### src/hw/rtl/winograd_f43_filter_transform_core_macros.svh
// Assertion macros used by the filter transform back end.
`ifndef WINOGRAD_F43_FILTER_TRANSFORM_CORE_MACROS_SVH
`define WINOGRAD_F43_FILTER_TRANSFORM_CORE_MACROS_SVH

// Checks a property on every rising clock edge outside reset.
`define WFT_ASSERT(lbl, prop, msg) \
  lbl: assert property (@(posedge clk_i) disable iff (!rst_ni) (prop)) else $error(msg);

// Checks that a condition in one cycle is followed by another in the next.
`define WFT_ASSERT_NEXT(lbl, ante, cons, msg) \
  lbl: assert property (@(posedge clk_i) disable iff (!rst_ni) (ante) |=> (cons)) \
    else $error(msg);

`endif

### src/hw/rtl/wft_pkg.sv
package wft_pkg;

  localparam int unsigned COEFF_BITS = 24;
  localparam int unsigned IDX_BITS   = 3;
  localparam int unsigned XP_BITS    = 28;
  localparam int unsigned RECIP_BITS = 29;
  localparam int unsigned RECIP_SHIFT = 32;

  localparam logic [IDX_BITS-1:0] TILE_MAX = 3'd5;
  localparam logic [3:0]          LAST_TAP = 4'd8;

  // Floor of 2^32 / 9.
  localparam logic [RECIP_BITS-1:0] RECIP_NINE = 29'd477218588;

  // Limits of 8*S + 9 that keep the rounded result inside 24 bits.
  localparam int NUM_HI     = 150994943;
  localparam int NUM_LO     = -150994944;
  localparam int XP_OFFSET  = 75497472;

  // The Winograd F(4,3) matrix G scaled by 24.
  localparam logic signed [5:0] HMAT [6][3] = '{
    '{ 6'sd6,  6'sd0,  6'sd0 },
    '{-6'sd4, -6'sd4, -6'sd4 },
    '{-6'sd4,  6'sd4, -6'sd4 },
    '{ 6'sd1,  6'sd2,  6'sd4 },
    '{ 6'sd1, -6'sd2,  6'sd4 },
    '{ 6'sd0,  6'sd0,  6'sd24}
  };

  typedef enum logic {
    BK_IDLE,
    BK_RUN
  } bk_state_e;

  typedef struct packed {
    logic [IDX_BITS-1:0] row;
    logic [IDX_BITS-1:0] col;
    logic                last;
  } tag_t;

  typedef struct packed {
    logic signed [COEFF_BITS-1:0] value;
    tag_t                         tag;
  } coeff_t;

endpackage

### src/hw/rtl/wft_front.sv
module wft_front #(
  parameter int unsigned TAP_BITS = 16
) (
  input  logic                    clk_i,
  input  logic                    rst_ni,
  input  logic                    push,
  input  logic [TAP_BITS-1:0]     tap_value_i,
  output logic                    full,
  output logic                    fq_push_o,
  output logic [9*TAP_BITS-1:0]   fq_data_o,
  input  logic                    fq_full_i
);

  import wft_pkg::*;

  logic [TAP_BITS-1:0] taps_q [8];
  logic [3:0]          cnt_q, cnt_d;
  logic                accept;

  assign full      = fq_full_i;
  assign accept    = push && !fq_full_i;
  assign fq_push_o = accept && (cnt_q == LAST_TAP);

  always_comb begin
    for (int k = 0; k < 8; k++) begin
      fq_data_o[k*TAP_BITS +: TAP_BITS] = taps_q[k];
    end
    fq_data_o[8*TAP_BITS +: TAP_BITS] = tap_value_i;
  end

  always_comb begin
    cnt_d = cnt_q;
    if (accept) begin
      cnt_d = (cnt_q == LAST_TAP) ? '0 : cnt_q + 4'd1;
    end
  end

  always_ff @(posedge clk_i or negedge rst_ni) begin
    if (!rst_ni) begin
      cnt_q <= '0;
    end else begin
      cnt_q <= cnt_d;
    end
  end

  always_ff @(posedge clk_i) begin
    if (accept && (cnt_q != LAST_TAP)) begin
      taps_q[cnt_q[2:0]] <= tap_value_i;
    end
  end

endmodule

### config.mk
export PLATFORM = sky130hd
export DESIGN_NAME = wft_front
export DESIGN_NICKNAME = d
export VERILOG_FILES = /design/src/hw/rtl/winograd_f43_filter_transform_core_macros.svh /design/src/hw/rtl/wft_pkg.sv /design/src/hw/rtl/wft_front.sv
export SDC_FILE = /design/constraint.sdc
export NUM_CORES = 1
export LEC_CHECK = 0
export BUFFER_PORTS_ARGS = -buffer_cell sky130_fd_sc_hd__buf_2
export CORE_ASPECT_RATIO = 0.5
export CORE_MARGIN = 4
export CORE_UTILIZATION = 35
export CTS_CLUSTER_DIAMETER = 30
export DETAILED_ROUTE_END_ITERATION = 6
export SYNTH_ARGS = -nofsm -noshare
export SYNTH_HDL_FRONTEND = slang
export SYNTH_SLANG_ARGS = --single-unit
### constraint.sdc
create_clock -name clk_i -period 2.9 [get_ports clk_i]
set_input_delay 0.29 -clock clk_i [delete_from_list [all_inputs] [get_ports clk_i]]
set_output_delay 0.29 -clock clk_i [all_outputs]
set_load 0.005 [all_outputs]
# Word-level counts from Yosys, hierarchy flattened
# Memories as Yosys holds them, arrays and structs flattened.
# Cells that the tools add are included.
# Widths: inputs -> output; s select.
[classes]
mux = 3
addsub = 1
reduce_logical = 4
eq_ne = 2
[op_table]
columns = ["cell", "count"]
rows = [
  ["$add 4x1->4 const B", 1],
  ["$eq 4x4->1 const B", 1],
  ["$mux 4", 1],
  ["$ne 4x4->1 const B", 1],
  ["$logic_and 1x1->1", 3],
  ["$mux 1", 2],
  ["$logic_not 1->1", 1],
]
[totals]
mem_bits_rw = 128
memories = 1
regBits = 4
[mem_list]
columns = ["memory", "words", "width", "read_ports", "rd_clocked_by_memory_dff", "write_ports", "line_no", "source"]
rows = [
  ["taps_q", 8, 16, 8, 0, 1, "wft_front.sv:16", "logic [TAP_BITS-1:0] taps_q [8];"],
]

# Logic depth before layout (Yosys ltp)
[depth]
ltp_word = 5
ltp_mapped = 5
ltp_nobuf = 5

# Worst setup path after synthesis
# OpenSTA, ideal clock, no wires.
[synth_path]
kind = "register -> register"
startpoint = "register cnt_q[0]"
endpoint = "memory taps_q[0][0], enable pin"
n_path_buf = 0
required_ps = 2491
setup_ps = 409
arrival_time_ps = 2348
path_slack_ps = 143
synth_period_minus_slack_ps = 2757
stages_incl_launch_ff = 6
path_cell_list = "dfrtp_1 inv_1 ha_1 nand2_1 or3b_4 nor3_1"
[synth_between]
elab_chain_cells = 4
[synth_lines]
columns = ["element", "line_no", "source"]
rows = [
  ["start, declared", "wft_front.sv:17", "logic [3:0] cnt_q, cnt_d;"],
  ["start signal, assigned", "wft_front.sv:42", "cnt_q <= cnt_d;"],
  ["$ne 4x4->1", "wft_front.sv:47", "if (accept && (cnt_q != LAST_TAP)) begin"],
  ["$logic_and 1x1->1", "wft_front.sv:47", ""],
  ["$mux 1", "wft_front.sv:47", ""],
  ["$mux 1 (implied by the code)", "wft_front.sv:48", "taps_q[cnt_q[2:0]] <= tap_value_i;"],
  ["end, declared", "wft_front.sv:16", ""],
]
# Parallel ways exist; a longest one is shown, timed or not.

# Final worst setup path
[layout_path]
startpoint = "register cnt_q[0]"
endpoint = "memory taps_q[0][7], enable pin"
# The elaborated chain is that of the path after synthesis.

==> impl.org <==
** Run status
- The flow ran to the end, and the final reports show no timing, DRC or antenna violations.

** Global route
- Global-route wire length before repair :: around 14000 um
- The via count of the first global-routing pass is roughly 2400.
- In the global route stage, overall resource usage came out at 0.140.
- After global routing the overflow that remains totals 0.
- Entering global routing, the biggest net connects 17 pins.
- The number of antenna violations at the first check in global routing was 0.

** Clock tree
- Clock Tree Buf Depth :: 2
- TritonCTS built the clock tree.
- In this run, CTS created clock tree buffers numbering 17.
- Clock tree synthesis found a total of roughly 130 sinks.
- The number of setup buffers added after CTS is 0.
- After clock tree synthesis, the clock-pin slew on the worst setup and hold paths is 0.05 ns.
- The tree is rooted in a sky130_fd_sc_hd__clkbuf_16.
- The H-tree was split into 4 levels.
- Clk Latency, worst-skew pair :: around 0.4 ns

** Synth
- Number of nets produced by synthesis :: between 200 and 250
- Cells after synthesis :: 180
- After synthesis the netlist holds a flip-flop and latch count of 132.
- Of the total synthesized cell area, the portion taken by full adders, half adders and majority gates is 0.00587.
- In this run the mean area of a mapped cell was 23.7 um^2.
- Xor and xnor area share after synthesis :: 0
- Largest family of logic cells by synthesized area :: buffers and inverters
- After synthesis the cells add up to ~4300 um^2.
- Share of the yosys chip area belonging to registers :: 0.925
- Post-Synth Simple-Gate Area :: 0.0247
- Cells taking the most area after synthesis :: sky130_fd_sc_hd__edfxtp_1 90%, sky130_fd_sc_hd__buf_4 3.0%, sky130_fd_sc_hd__dfrtp_1 2.3%
- Library cells used by synthesis :: 18
- Multiplexer share of the synthesized area :: 0.00616
- The share of synthesized area in the top cell type comes to 0.902.
- The biggest area contributor in the post-synthesis netlist is sky130_fd_sc_hd__edfxtp_1.
- Compound-Gate Fraction of Synth Area :: 0.00558
- During synthesis, Yosys emitted a total of 0 warnings.

** Final layout
- Layout Utilization :: 0.489
- In the final design database the tool counted 378 nets.
- Synth-to-layout area growth :: 35.7%
- After filler insertion, the fill cell instance count of the layout stands at 1013.
- Once layout is complete, the cells apart from fillers number 534.
- Of the cells placed in the final design, the portion with a size suffix greater than 1 is 0.569.
- The repair_antennas step left the layout with diodes totalling 0.
- Commonest cells after routing, fill and taps aside :: 165 x sky130_fd_sc_hd__buf_2, 128 x sky130_fd_sc_hd__edfxtp_1, 17 x sky130_fd_sc_hd__clkbuf_16
- Post-route design area :: 5790 um^2
- The library cell used most frequently in the layout, excluding fill and tap cells, is sky130_fd_sc_hd__buf_2.

** STA
- Slew headroom :: 0.659
- Final Cycle Share :: 0.728
- The worst path meets setup with 0.788 ns of slack.
- Setup repair after global routing left no endpoint under its margin.
- Final count of negative-setup-slack endpoints :: 0
- Based on the critical path, the design can be clocked at up to 0.474 GHz.
- Worst hold slack after final layout :: 0.162 ns
- For the pin with the worst max-slew slack, the measured transition is 0.511 ns.
- Summed over all failing endpoints, the final setup total negative slack is 0 ns.
- The count of pins over their slew limit came to 0.
- For the finished layout, the period the worst path requires is ~2.1 ns.
- Worst setup skew after layout :: 0.00671 ns
- Hold Vio Cnt, Final :: 0

** Critical path
- Worst endpoint required time :: 2.98 ns
- Critical path data arrival time :: between 2 and 2.5 ns
- Crit path max fanout :: 16
- Crit start category :: register
- The worst setup path is of the reg2reg kind.
- STA classifies the critical path endpoint as a register.

** Power and ir drop
- Leakage :: 2.25 nW
- In this run the power density over the cells is 782 nW/um^2.
- Across the VDD grid, the largest voltage drop is 0.470 mV.
- The design draws 4.52 mW.

** Hold path
- Worst min path class :: in2reg

** Floorplanning
- The die covers 14100 um^2.
- For this configuration, the core starts out at a cell density of 0.360.
- After floorplanning, the core was sized to cover 11800 um^2.
- Cell Rows :: 28
- Top-Level Pins :: about 170
- The die is 164 um wide.
- The die is 86.0 um tall.

** Drt
- Vias post-DR :: 2243
- After detailed routing, the average wire length per cell comes to 18.1 um.
- Detailed-routing iteration count for the pre-antenna-repair pass :: 4
- The detail route stage leaves a number of antenna-violating nets equal to 0.
- In this run, the number of DRC markers left after iteration 0 of detailed routing was 117.
- The final layout contains routed wiring with a total length of 9670 um.
- Drt drc :: 0
- Using the TritonRoute via totals, the vias-per-cell ratio works out to 4.20.

** Place
- Once placement finished, the instance area stood at between 5000 and 6000 um^2.
- After legalization and detailed placement, the total HPWL measured 6760 um.
- Setup Slack @ Placement :: 0.786 ns
- Routability Congestion :: 0.766
- Post-placement cell count :: 501
- Count of port buffers added during placement :: 165

** Flow run
- Max Cap Viol :: 0
## layout make-up
| type | instances | area (um^2) | share of cell area |
|---|---|---|---|
| Clock inverter | 6 | 55.1 | 0.00951 |
| Sequential cell | 132 | 3940 | 0.682 |
| Tap cell | 165 | 206 | 0.0357 |
| Timing Repair Buffer | 174 | 896 | 0.155 |
| Inverter | 3 | 11.3 | 0.00195 |
| Clock buffer | 26 | 469 | 0.0811 |
| Multi-Input combinational cell | 28 | 205 | 0.0355 |
## layer usage
| metal | vias up | track usage | routed length [um] |
|---|---|---|---|
| li1 | 1033 | - | - |
| met1 | 1130 | 0.153 | 3680 |
| met2 | 64 | 0.248 | 5340 |
| met3 | 16 | 0.0562 | 466 |
| met4 | 0 | 0.0525 | 181 |
| met5 | - | 0 | 0 |
## cell usage after synthesis, drive strengths merged
| cell | instances |
|---|---|
| edfxtp | 128 |
| buf | 17 |
| nor2 | 8 |
| nand2 | 5 |
| dfrtp | 4 |
| inv | 3 |
| nor3 | 3 |
| o21ai | 3 |
| ha | 2 |
| mux2 | 2 |
| nand2b | 2 |
| a211o | 1 |
| nand3b | 1 |
| or3b | 1 |
## worst paths after layout
kind | slack (ns) | from | to | cells after the start
max | 0.79 | cnt_q[0]$_DFFE_PN0P_ | taps_q[0][7]$_DFFE_PP_ | 6
min | 0.16 | tap_value_i[6] | taps_q[2][6]$_DFFE_PP_ | 1
max reg2reg | 0.79 | cnt_q[0]$_DFFE_PN0P_ | taps_q[0][7]$_DFFE_PP_ | 6
min reg2reg | 0.57 | cnt_q[3]$_DFFE_PN0P_ | cnt_q[3]$_DFFE_PN0P_ | 1
max in group asynchronous | 2.55 | rst_ni | cnt_q[0]$_DFFE_PN0P_ | 2
min in group asynchronous | 0.22 | rst_ni | cnt_q[1]$_DFFE_PN0P_ | 2
## what timing repair did
item / CTS / global route
hold endpoints to repair: 4 / 0
hold buffers: 1 / 0
resized for setup: 0 / 0
## worst max-delay path, cell delays in order (launching register included)
cell	delay (ns)
sky130_fd_sc_hd__dfrtp_1	0.48
sky130_fd_sc_hd__inv_1	0.13
sky130_fd_sc_hd__ha_1	0.23
sky130_fd_sc_hd__nand2_1	0.11
sky130_fd_sc_hd__or3b_4	0.43
sky130_fd_sc_hd__nor3_2	0.12
sky130_fd_sc_hd__buf_4	0.27
## cell families (layout without fill, tap and decap cells)
group,Yosys count,after routing
adder cells (fa/ha/maj),2,2
AND/OR/NAND/NOR,20,20
flip-flops,132,132
AO/OA/AOI/OAI,4,4
buffers and inverters,20,209
multiplexers,2,2
## where the power goes
part	leakage (nW)	switching (mW)	internal, mW
clock	0.260	0.690	1.19
sequential	1.21	0.0671	2.23
combinational	0.783	0.210	0.131
total	2.25	0.967	3.56
## sequential cells by signal, summed over array words and instances, names as in the netlist
signal	cells
cnt_q	4
taps_q	128
Power figures use the tool's default switching activity.
