## src/hw/rtl/winograd_f43_filter_transform_core_macros.svh

```systemverilog
// Assertion macros used by the filter transform back end.
`ifndef WINOGRAD_F43_FILTER_TRANSFORM_CORE_MACROS_SVH
`define WINOGRAD_F43_FILTER_TRANSFORM_CORE_MACROS_SVH

// Checks a property on every rising clock edge outside reset.
`define WFT_ASSERT(lbl, prop, msg) \
  lbl: assert property (@(posedge clk_i) disable iff (!rst_ni) (prop)) else $error(msg);

// Checks that a condition in one cycle is followed by another in the next.
`define WFT_ASSERT_NEXT(lbl, ante, cons, msg) \
  lbl: assert property (@(posedge clk_i) disable iff (!rst_ni) (ante) |=> (cons)) \
    else $error(msg);

`endif

```

## src/hw/rtl/wft_fifo.sv

```systemverilog
module wft_fifo #(
  parameter int unsigned WIDTH = 8,
  parameter int unsigned DEPTH = 2
) (
  input  logic                         clk_i,
  input  logic                         rst_ni,
  input  logic                         push_i,
  input  logic [WIDTH-1:0]             data_i,
  output logic                         full_o,
  input  logic                         pop_i,
  output logic [WIDTH-1:0]             data_o,
  output logic                         empty_o,
  output logic [$clog2(DEPTH+1)-1:0]   count_o
);

  localparam int unsigned PW = (DEPTH > 1) ? $clog2(DEPTH) : 1;
  localparam int unsigned CW = $clog2(DEPTH+1);

  logic [WIDTH-1:0] mem_q [DEPTH];
  logic [PW-1:0]    wr_ptr_q, wr_ptr_d, rd_ptr_q, rd_ptr_d;
  logic [CW-1:0]    cnt_q, cnt_d;
  logic             do_push, do_pop;

  assign full_o  = (cnt_q == CW'(DEPTH));
  assign empty_o = (cnt_q == '0);
  assign count_o = cnt_q;
  assign data_o  = mem_q[rd_ptr_q];
  assign do_push = push_i && !full_o;
  assign do_pop  = pop_i && !empty_o;

  always_comb begin
    wr_ptr_d = wr_ptr_q;
    rd_ptr_d = rd_ptr_q;
    cnt_d    = cnt_q;
    if (do_push) begin
      wr_ptr_d = (wr_ptr_q == PW'(DEPTH-1)) ? '0 : wr_ptr_q + PW'(1);
    end
    if (do_pop) begin
      rd_ptr_d = (rd_ptr_q == PW'(DEPTH-1)) ? '0 : rd_ptr_q + PW'(1);
    end
    if (do_push && !do_pop) begin
      cnt_d = cnt_q + CW'(1);
    end else if (do_pop && !do_push) begin
      cnt_d = cnt_q - CW'(1);
    end
  end

  always_ff @(posedge clk_i or negedge rst_ni) begin
    if (!rst_ni) begin
      wr_ptr_q <= '0;
      rd_ptr_q <= '0;
      cnt_q    <= '0;
    end else begin
      wr_ptr_q <= wr_ptr_d;
      rd_ptr_q <= rd_ptr_d;
      cnt_q    <= cnt_d;
    end
  end

  always_ff @(posedge clk_i) begin
    if (do_push) begin
      mem_q[wr_ptr_q] <= data_i;
    end
  end

endmodule

```

## config.mk

```make
export PLATFORM = sky130hd
export DESIGN_NAME = wft_fifo
export DESIGN_NICKNAME = d
export VERILOG_FILES = /design/src/hw/rtl/winograd_f43_filter_transform_core_macros.svh /design/src/hw/rtl/wft_fifo.sv
export SDC_FILE = /design/constraint.sdc
export NUM_CORES = 1
export LEC_CHECK = 0
export BUFFER_PORTS_ARGS = -buffer_cell sky130_fd_sc_hd__buf_2
export CAP_MARGIN = 25
export CORE_ASPECT_RATIO = 1.5
export CORE_UTILIZATION = 35
export CTS_BUF_LIST = sky130_fd_sc_hd__clkbuf_4 sky130_fd_sc_hd__clkbuf_8
export CTS_CLUSTER_SIZE = 12
export DETAILED_ROUTE_END_ITERATION = 10
export PLACE_DENSITY = 0.69
export SKIP_LAST_GASP = 1
export SYNTH_ARGS = -nofsm -noshare
export SYNTH_HDL_FRONTEND = slang
export SYNTH_SLANG_ARGS = --single-unit
```

## constraint.sdc

```tcl
create_clock -name clk_i -period 1.8 [get_ports clk_i]
set_clock_uncertainty 0.2 [all_clocks]
set_input_delay 0 -clock clk_i [delete_from_list [all_inputs] [get_ports clk_i]]
set_output_delay 0 -clock clk_i [all_outputs]
set_load 0.01 [all_outputs]
```

# == Yosys cells after proc, flatten, opt, wreduce, memory -nomap -nowiden ==
# Memories as Yosys holds them, arrays and structs flattened.
# Index checks and enable logic that the tools add are counted.
# Widths: inputs -> output; s select.
# classes
add_sub_neg,4
n_reduce_logical,10
eq_ne,1
muxes,6
# ops
operator,n
$logic_and 1x1->1,4
$logic_not 1->1,4
$mux 1,4
$mux 2,2
$add 1x1->1 const B,2
$add 2x1->2 const B,1
$eq 2x2->1 const B,1
$logic_not 2->1,1
$reduce_bool 2->1,1
$sub 2x1->2 const B,1
# totals
mem_bits_rw,16
register_bits,4
memories,1
inputBits,12
# mem_list
memory,words,word_bits,rd,rd_ports_with_merged_regs,wr,line,source
mem_q,2,8,1,0,1,wft_fifo.sv:19,logic [WIDTH-1:0] mem_q [DEPTH];

# == Longest topological paths before layout ==
# Gate-level depths: netlist (run 1).
# depth
word_depth,7
mapped_depth,7
ltp_nobuf,7

# == Least setup slack after synthesis (run 1) ==
# Ideal clock, no wire load.
# synth_timing
path_kind,reg-to-reg
startpoint,register cnt_q[0] (netlist: count_o[0])
endpoint,memory mem_q[0][0] (enable)
path_stages_with_launch,4
required_time_ns,1.230
arrival_ns,1.099
setup_slack_ns,0.131
synth_period_minus_slack_ns,1.669
path_cell_list,dfrtp_1 > nand2b_1 > nand2_2 > nor2_1
# synth_via
elab_chain_cells,5
# synth_lines
element,line,source
start: declaration,wft_fifo.sv:21,"logic [CW-1:0] cnt_q, cnt_d;"
start signal: assignment,wft_fifo.sv:56,cnt_q <= cnt_d;
$eq 2x2->1,wft_fifo.sv:24,assign full_o = (cnt_q == CW'(DEPTH));
$logic_not 1->1,wft_fifo.sv:28,assign do_push = push_i && !full_o;
$logic_and 1x1->1,wft_fifo.sv:28,
$mux 1,wft_fifo.sv:61,if (do_push) begin
$mux 1 (implied by the code),wft_fifo.sv:62,mem_q[wr_ptr_q] <= data_i;
end: declaration,wft_fifo.sv:19,
# No other way between the ends.

# == Worst setup path after layout (run 1) ==
# layout_timing
startpoint,register cnt_q[0] (netlist: count_o[0])
endpoint,register cnt_q[1] (netlist: count_o[1])
# layout_via
elab_chain_cells,6
elab_cells_between_ends,15
classes_between,2 x add/sub; 1 x eq/ne; 2 x mux; 10 x reduce/logical
# layout_lines
element,line
$eq 2x2->1 / $logic_not 2->1 (equally long branches),"wft_fifo.sv:24, wft_fifo.sv:25"
"$logic_not 1->1, on equally long branches","wft_fifo.sv:28, wft_fifo.sv:29"
"$logic_and 1x1->1, on equally long branches","wft_fifo.sv:28, wft_fifo.sv:29"
"$logic_not 1->1, on equally long branches","wft_fifo.sv:43, wft_fifo.sv:41"
"$logic_and 1x1->1, on equally long branches","wft_fifo.sv:43, wft_fifo.sv:41"
$reduce_bool 2->1 (no line) / $mux 2 (equally long branches),n/a
# Several ways; a longest one is shown, not always the timed one. The select of a mux whose other input is x is not followed.
# A chain may end at the register's enable or synchronous reset.

==> metrics, run 1 <==
P&R area growth vs syn=39.7%; Hold WC Path Type=in2reg; syn_area_per_cell=17.8 µm²; Slew HR=0.731; met3 WL=71 µm; post-layout util=0.526; initial antenna violation count=0; Starting Density=0.377; critical path class=reg2reg; CP Buf/Inv Count=1; critical-path cell list=nand2b_1, nand2_2, inv_1, ha_1, nor2_2, xor2_1; fin crit period=1.70 ns; Vias/cell=4.54; fmax=587 MHz; core area=2080 µm²; Sink Count=20; fraction of layout cells with a size suffix above 1=0.412; filler cell count=193; CTS root buf=clkbuf_4; Routed wire per std cell=12.4 µm; TritonCTS Buffers=3; die width=40.6 µm; Post-Syn Area=782 µm²; sequential area share after synthesis=0.742; Nets=99; Design Area, Final=1090 µm²; DRC Markers=0; Slowest cell on crit path=dfrtp_2; wire length on met2=723 µm; number of port buffers=23; outcome=completed; post-synthesis cell count=44; max cap viols=0; DR pass1 iterations=4; power consumption=0.00154 W; Die Area=2430 µm²; final worst-path cycle share=0.946; GRT Residual Overflow=0; CTS H-tree lvls=1; critical path data arrival time=1.71 ns; die height=59.9 µm; pre-CTS setup slack=0.0423 ns; Crit path max-delay family=simple AND/OR/NAND/NOR gates; CTS tree=done; pwr dens=1410 nW/µm²; Worst Max-Slew Pin Slew=0.403 ns; final setup violating endpoints=0; Largest stage delay, worst path=0.43 ns; Syn. warnings=0; DP HPWL=946 µm; Yosys reg bits=20; drt total wl=1330 µm; gr usage total=0.114; Synth cell types=15; clk slew on worst S/H paths=0.10 ns; Crit path required time=1.81 ns; Rows=20; Final Max Slew Viols=0; CTS max path bufs=2; top cell type's share of synthesized area=0.614; nature of the critical path endpoint=flip-flop; antenna cell count=0; first-pass GRT wire length=1840 µm; I/O pin total=24; synth top area cells=edfxtp_1 61%, dfrtp_1 13%, mux2_1 8.6%, mux2_2 2.9%, xnor2_1 2.2%; uppermost layer routed=met4; largest net degree at the start of global routing=12; Yosys top cell by area=edfxtp_1; Final WS setup=0.0969 ns; met1 wire length=509 µm; Synthesized Nets=57; Iteration-0 DRC Markers=4; Hold Violations, Final=0; Post-DRT Antenna Nets=0; startpoint types=flip-flop; Via Count=486; Peak supply drop=0.551 mV; setup TNS=0 ns; vias in the first global route=473; Placed Area=927 µm²; Final GP Congestion=0.691; clk_lat worst skew=0.28 ns; LEAKAGE=0.461 nW; highest net fanout along the worst path=4
## stage by stage
| step | instances | hold slack [ns] |
|---|---|---|
| finish | 107 | 0.233 |
| global route | 107 | 0.224 |
| CTS | 105 | 0.232 |
| detailed placement | 89 | -0.389 |
| global placement | 89 | -0.386 |
| floorplan | 44 | -0.496 |
## synthesized netlist by cell type
cell and count:
and3_1 1, buf_2 1, dfrtp_1 4, edfxtp_1 16, ha_1 1, inv_1 2
mux2_1 6, mux2_2 2, nand2_2 1, nand2b_1 1, nor2_1 3, o21ai_1 1
xnor2_1 2, xnor2_2 1, xor2_1 2
## area by class of cell
type                       instances  area, µm²  area share
clock inverter                     1       3.75     0.00344
tap                               22       27.5      0.0252
sequential                        20        582       0.533
timing repair buffer              38        258       0.236
multi-input combinational         21        191       0.175
clock buffer                       3       22.5      0.0206
inverter                           2       7.51     0.00687
## cell families after synthesis
group	synth area share
xor gates and xnor gates	0.0656
and+or+nand+nor	0.0384
AOI/OAI and AO/OA	0.00639
DFF	0.742
adders and majority gates	0.0160
muxes	0.115
buffers and inverters	0.0160
## per-layer routing
layer,GRT usage,vias to the layer above
li1,-,238
met2,0.209,17
met1,0.112,229
met5,0,-
met4,0.0714,0
met3,0.0112,2
## sequential cells by signal, summed over array words and instances, names as in the netlist
signal,flops
rd_ptr_q,1
wr_ptr_q,1
count_o,2
mem_q,16
## power by group
part           switching, W  total, W  internal [W]
sequential         0.000101  0.000749      0.000648
combinational      0.000283  0.000593      0.000310
clock              0.000121  0.000201     0.0000804
total              0.000505   0.00154       0.00104
## worst register-to-register path, cell delays in order (launching register included)
cell      delay, ns
dfrtp_2        0.43
nand2b_1       0.18
nand2_2        0.13
inv_1          0.05
ha_1           0.31
nor2_2         0.15
xor2_1         0.17
## placed cells by master (no fill, tap or decap)
| master | n |
|---|---|
| dfrtp_2 | 1 |
| buf_4 | 3 |
| nand2_2 | 1 |
| dlygate4sd3_1 | 12 |
| xnor2_1 | 2 |
| xor2_1 | 2 |
| nor2_1 | 2 |
| buf_2 | 23 |
| nand2b_1 | 1 |
| dfrtp_1 | 3 |
| ha_1 | 1 |
| inv_1 | 2 |
| xnor2_2 | 1 |
| clkbuf_4 | 3 |
| mux2_2 | 2 |
| nor2_2 | 1 |
| o21ai_1 | 1 |
| clkinv_1 | 1 |
| and3_1 | 1 |
| edfxtp_1 | 16 |
| mux2_1 | 6 |
## path summary, 6_finish.rpt
check	from	cells after the start	slack, ns	to
max	count_o[0]	6	0.1	count_o[1]
min	data_i[0]	2	0.23	mem_q[0][0]
max reg2reg	count_o[0]	6	0.1	count_o[1]
min reg2reg	wr_ptr_q	1	0.34	wr_ptr_q
max in group asynchronous	rst_ni	3	0.79	count_o[0]
min in group asynchronous	rst_ni	3	0.42	rd_ptr_q
## timing repair
item / 4_1_cts / 5_1_grt
hold buffers: 12 / 0
resized for setup: 0 / 2
hold endpoints to repair: 22 / 0
setup buffers: 0 / 2
endpoints found under the setup margin: 0 / 1
Power figures use the tool's default switching activity.
==> run 2, diff against run 1 <==
--- a/config.mk
+++ b/config.mk
@@ -7,12 +7,11 @@
 export LEC_CHECK = 0
 export BUFFER_PORTS_ARGS = -buffer_cell sky130_fd_sc_hd__buf_2
 export CAP_MARGIN = 25
-export CORE_ASPECT_RATIO = 1.5
-export CORE_UTILIZATION = 35
+export CORE_UTILIZATION = 43
 export CTS_BUF_LIST = sky130_fd_sc_hd__clkbuf_4 sky130_fd_sc_hd__clkbuf_8
 export CTS_CLUSTER_SIZE = 12
 export DETAILED_ROUTE_END_ITERATION = 10
-export PLACE_DENSITY = 0.69
+export PLACE_DENSITY = 0.8
 export SKIP_LAST_GASP = 1
 export SYNTH_ARGS = -nofsm -noshare
 export SYNTH_HDL_FRONTEND = slang
==> metrics, run 2 (synthesized netlist as in run 1, its figures left out) <==
outcome=completed; first-pass GRT wire length=1910 µm (+4.1%); startpoint types=flip-flop; setup TNS=0 ns (unchanged); Iteration-0 DRC Markers=2 (-2); vias in the first global route=473 (unchanged); pre-CTS setup slack=0.121 ns (+0.0789 ns); Die Area=1990 µm² (-18%); I/O pin total=24 (unchanged); DRC Markers=0 (unchanged); die height=44.6 µm (-25%); Final GP Congestion=0.604 (-13%); multi-input logic area=189 µm² (-1.3%); fmax=593 MHz (+1.0%); clk_lat worst skew=0.29 ns (about the same); largest net degree at the start of global routing=13 (+1); Final Max Slew Viols=0 (unchanged); Worst Max-Slew Pin Slew=0.407 ns (+0.00400 ns); internal power=0.00115 W (+11%); Clock Power Share=0.218 (+0.087); Crit path required time=1.82 ns (about the same); Hold WC Path Type=in2reg; nature of the critical path endpoint=flip-flop; Post-DRT Antenna Nets=0 (unchanged); final setup violating endpoints=0 (unchanged); highest net fanout along the worst path=6 (+2); most frequent cells in the layout=23 x buf_2, 16 x edfxtp_1, 12 x dlygate4sd3_1, 6 x mux2_1, 4 x dfrtp_1; Vias/cell=4.44 (-2.4%); Nets=97 (-2.0%); register share of total power=0.459 (-0.026); pwr dens=1480 nW/µm² (+4.9%); antenna cell count=0 (unchanged); fraction of layout cells with a size suffix above 1=0.386 (-0.0262); RSZ-0062 raised after global routing=false; gr usage total=0.138 (+0.0243); setup fix buffers added after clock tree synthesis=0 (unchanged); DP HPWL=814 µm (-14%); Hold Violations, Final=0 (unchanged); post-layout util=0.646 (+0.120); CTS root buf=clkbuf_4; Slew HR=0.729 (-0.00267); LEAKAGE=0.465 nW (+0.87%); commonest non-fill, non-tap cell in the layout=buf_2; filler cell count=132 (-32%); GRT Residual Overflow=0 (unchanged); register area=581 µm² (-0.22%); Largest register FFs=16 (unchanged); P&R area growth vs syn=41.1%; clk slew on worst S/H paths=0.11 ns (about the same); number of port buffers=23 (unchanged); Sink Count=20 (unchanged); fin crit period=1.69 ns (-0.0169 ns); max cap viols=0 (unchanged); drt total wl=1250 µm (-5.5%); die width=44.6 µm (+10%); critical path class=reg2reg; hold slack final=0.224 ns (-0.00876 ns); Rows=15 (-25%); Top reg by flops=mem_q; sw frac=0.298 (-0.0293); logic gate share of total power=0.323 (-0.061); critical path data arrival time=1.71 ns (about the same); power consumption=0.00164 W (+6.0%); Psw=0.000487 W (-3.5%); DR pass1 iterations=3 (-1); Routed wire per std cell=11.6 µm (-6.4%); Starting Density=0.458 (+0.0814); final worst-path cycle share=0.937 (-0.00941); CTS max path bufs=2 (unchanged); initial antenna violation count=0 (unchanged); Final WS setup=0.114 ns (+0.0169 ns); core area=1710 µm² (-18%); Peak supply drop=1.04 mV (+89%); CTS tree=done; TritonCTS Buffers=3 (unchanged); CTS H-tree lvls=1 (unchanged); Via Count=479 (-1.4%)
## run 2: cell types whose count changed in the layout (fill, tap and decap cells not counted), sizes merged
cell    previous run  this run
bufinv             0         1
clkinv             1         0
buf               26        24
## run 2: final cells by class
type                       instances  area share
multi-input combinational         21       0.171
clock inverter                     1      0.0272
timing repair buffer              36       0.220
inverter                           2     0.00680
tap                               25      0.0283
clock buffer                       3      0.0204
sequential                        20       0.526
## run 2: final timing paths
path                                 start           to  slack [ns]  depth (start not counted)
worst max-delay path            count_o[0]   count_o[1]        0.11                          7
worst min-delay path             data_i[2]  mem_q[1][2]        0.22                          2
worst max register to register  count_o[0]   count_o[1]        0.11                          7
worst min register to register    wr_ptr_q     wr_ptr_q        0.33                          1
max in group asynchronous           rst_ni   count_o[0]        0.84                          3
min in group asynchronous           rst_ni     rd_ptr_q        0.39                          3
## run 2: metrics by stage
step | area [µm²] | std cells
after floorplan | 782 | 44
after global placement | 931 | 92
after detailed placement | 931 | 92
after CTS | 1100 | 108
after global routing | 1100 | 108
final | 1100 | 108
## run 2: critical path, stage by stage (launching register included)
cell and delay [ns]:
dfrtp_1 0.46, nand2b_1 0.20, nand2_2 0.12, inv_1 0.06
ha_1 0.18, xor2_1 0.14, nor2_1 0.11, xor2_1 0.15
## run 2: per-layer routing
layer | up-vias | global-route usage | wire length [µm]
li1 | 238 | - | -
met3 | 2 | 0.0367 | 59
met2 | 17 | 0.247 | 660
met1 | 222 | 0.156 | 524
met4 | 0 | 0.0545 | 8
met5 | - | 0 | 0
## run 2: timing repair
item                                   4_1_cts  5_1_grt
gates resized for setup                      0        0
endpoints found under the hold margin       23        0
hold buffers                                12        0
## run 2: power by group through the flow
stage / Combinational, W / Clock [W] / Sequential [W]
CTS: 0.000539 / 0.000363 / 0.000755
floorplan: 0.000365 / 0 / 0.000723
global route: 0.000581 / 0.000379 / 0.000770
finish: 0.000528 / 0.000356 / 0.000751
global placement: 0.000505 / 0 / 0.000755
detailed placement: 0.000516 / 0 / 0.000766
==> run 3, diff against run 2 <==
--- a/config.mk
+++ b/config.mk
@@ -7,11 +7,12 @@
 export LEC_CHECK = 0
 export BUFFER_PORTS_ARGS = -buffer_cell sky130_fd_sc_hd__buf_2
 export CAP_MARGIN = 25
-export CORE_UTILIZATION = 43
+export CORE_UTILIZATION = 51
 export CTS_BUF_LIST = sky130_fd_sc_hd__clkbuf_4 sky130_fd_sc_hd__clkbuf_8
 export CTS_CLUSTER_SIZE = 12
 export DETAILED_ROUTE_END_ITERATION = 10
-export PLACE_DENSITY = 0.8
+export PLACE_DENSITY = 0.9
+export REMOVE_ABC_BUFFERS = 1
 export SKIP_LAST_GASP = 1
 export SYNTH_ARGS = -nofsm -noshare
 export SYNTH_HDL_FRONTEND = slang
==> constraint.sdc (replaced) <==
create_clock -name clk_i -period 1.9 [get_ports clk_i]
set_clock_uncertainty 0.2 [all_clocks]
set_input_delay 0 -clock clk_i [delete_from_list [all_inputs] [get_ports clk_i]]
set_output_delay 0 -clock clk_i [all_outputs]
set_load 0.01 [all_outputs]
==> metrics, run 3 (synthesized netlist as in run 1, its figures left out) <==
clk slew on worst S/H paths=0.11 ns (about the same); clk_lat worst skew=0.29 ns (about the same); startpoint types=flip-flop; Levels on crit path=6 (-1); Hold Violations, Final=0 (unchanged); critical path data arrival time=1.75 ns (+0.04 ns); fmax=580 MHz (-2.2%); Worst Max-Slew Pin Slew=0.412 ns (+0.00478 ns); Slowest cell on crit path=dfrtp_1; critical path class=reg2reg; first-pass GRT wire length=1970 µm (+2.9%); Crit path max-delay family=simple AND/OR/NAND/NOR gates; Post-DRT Antenna Nets=0 (unchanged); DR pass1 iterations=4 (+1); Peak supply drop=0.994 mV (-4.4%); Final Max Slew Viols=0 (unchanged); CTS hold repair buffers=12 (unchanged); logic gate share of total power=0.360 (+0.037); Routed wire per std cell=14.6 µm (+26%); TritonCTS Buffers=3 (unchanged); die height=41.2 µm (-7.8%); highest net fanout along the worst path=6 (unchanged); Rows=13 (-2); final setup violating endpoints=0 (unchanged); internal power=0.000953 W (-17%); CTS max path bufs=2 (unchanged); hold slack final=0.224 ns (+0.000357 ns); RSZ-0062 raised after global routing=false; Via Count=480 (+0.21%); Top reg by flops=mem_q; hold-critical path depth=2 (unchanged); Placed Area=918 µm² (-1.3%); most frequent cells in the layout=23 x buf_2, 16 x edfxtp_1, 12 x dlygate4sd3_1, 6 x mux2_1, 4 x dfrtp_1; core area=1370 µm² (-20%); I/O pin total=24 (unchanged); post-layout util=0.779 (+0.133); sw frac=0.335 (+0.0372); CP Buf/Inv Count=1 (unchanged); GRT Residual Overflow=0 (unchanged); Largest stage delay, worst path=0.46 ns (about the same); Starting Density=0.572 (+0.114); R2R cell count=6 (-1); commonest non-fill, non-tap cell in the layout=buf_2; Largest register FFs=16 (unchanged); max cap viols=0 (unchanged); critical-path cell list=nand2b_1, nand2_2, inv_1, ha_1, nor2_1, xor2_1; Nets=97 (unchanged); DP HPWL=999 µm (+23%); largest net degree at the start of global routing=12 (-1); Clock Power Share=0.138 (-0.080); outcome=completed; Hold WC Path Type=in2reg; Sink Count=20 (unchanged); setup fix buffers added after clock tree synthesis=0 (unchanged); fin crit period=1.72 ns (+0.0381 ns); CTS H-tree lvls=1 (unchanged); number of port buffers=23 (unchanged); LEAKAGE=0.453 nW (-2.7%); DRC Markers=0 (unchanged); pwr dens=1350 nW/µm² (-9.2%); routing usage on met3=0.0326 (-0.00413); vias in the first global route=428 (-9.5%); setup TNS=0 ns (unchanged); final worst-path cycle share=0.907 (-0.0293); initial antenna violation count=0 (unchanged); Slew HR=0.726 (-0.00319); Vias/cell=4.90 (+10%); CTS tree=done; register share of total power=0.502 (+0.043); nature of the critical path endpoint=flip-flop; P&R area growth vs syn=36.2%; Final GP Congestion=0.674 (+12%); Post-CTS Resized=0 (unchanged); busiest layer in global routing=met2; gr usage total=0.194 (+0.0561); Psw=0.000480 W (-1.4%); CTS root buf=clkbuf_4; Design Area, Final=1060 µm² (-3.5%); fraction of layout cells with a size suffix above 1=0.373 (-0.0120); antenna cell count=0 (unchanged); grt met2 use=0.336 (+0.0889); Crit path required time=1.92 ns (+0.10 ns); met1 Usage GRT=0.244 (+0.0876); Die Area=1690 µm² (-15%); Iteration-0 DRC Markers=9 (+7); die width=41.2 µm (-7.8%); drt total wl=1430 µm (+14%)
## run 3: path summary, 6_finish.rpt
kind | from | to | slack (ns)
min reg2reg | wr_ptr_q | wr_ptr_q | 0.34
max in group asynchronous | rst_ni | rd_ptr_q | 0.94
max | count_o[0] | count_o[1] | 0.18
max reg2reg | count_o[0] | count_o[1] | 0.18
min | data_i[5] | mem_q[0][5] | 0.22
min in group asynchronous | rst_ni | count_o[1] | 0.38
## run 3: through the flow
stage / total power (W) / cells / worst slack [ns]
5_1_grt: 0.00151 / 98 / 0.0619
2_1_floorplan: 0.00102 / 43 / 0.231
6_report: 0.00143 / 98 / 0.176
3_3_place_gp: 0.00119 / 82 / 0.267
3_5_place_dp: 0.00123 / 82 / 0.181
4_1_cts: 0.00144 / 98 / 0.169
## run 3: layer usage
metal / vias up / wire length [µm]
met3: 2 / 80
li1: 235 / -
met5: - / 0
met4: 0 / 16
met1: 224 / 607
met2: 19 / 726
## run 3: power groups by stage
stage / logic [W] / clock network [W] / registers [W]
after global placement: 0.000480 / 0 / 0.000714
after global routing: 0.000563 / 0.000212 / 0.000735
after CTS: 0.000519 / 0.000199 / 0.000720
after floorplan: 0.000311 / 0 / 0.000711
after detailed placement: 0.000499 / 0 / 0.000729
final: 0.000516 / 0.000197 / 0.000720
## run 3: area by class of cell
type | count | area, µm²
clock buffer | 3 | 22.5
sequential | 20 | 581
clock inverter | 1 | 3.75
fill | 91 | 302
inverter | 2 | 7.51
multi-input combinational | 21 | 189
timing repair buffer | 36 | 243
tap | 15 | 18.8
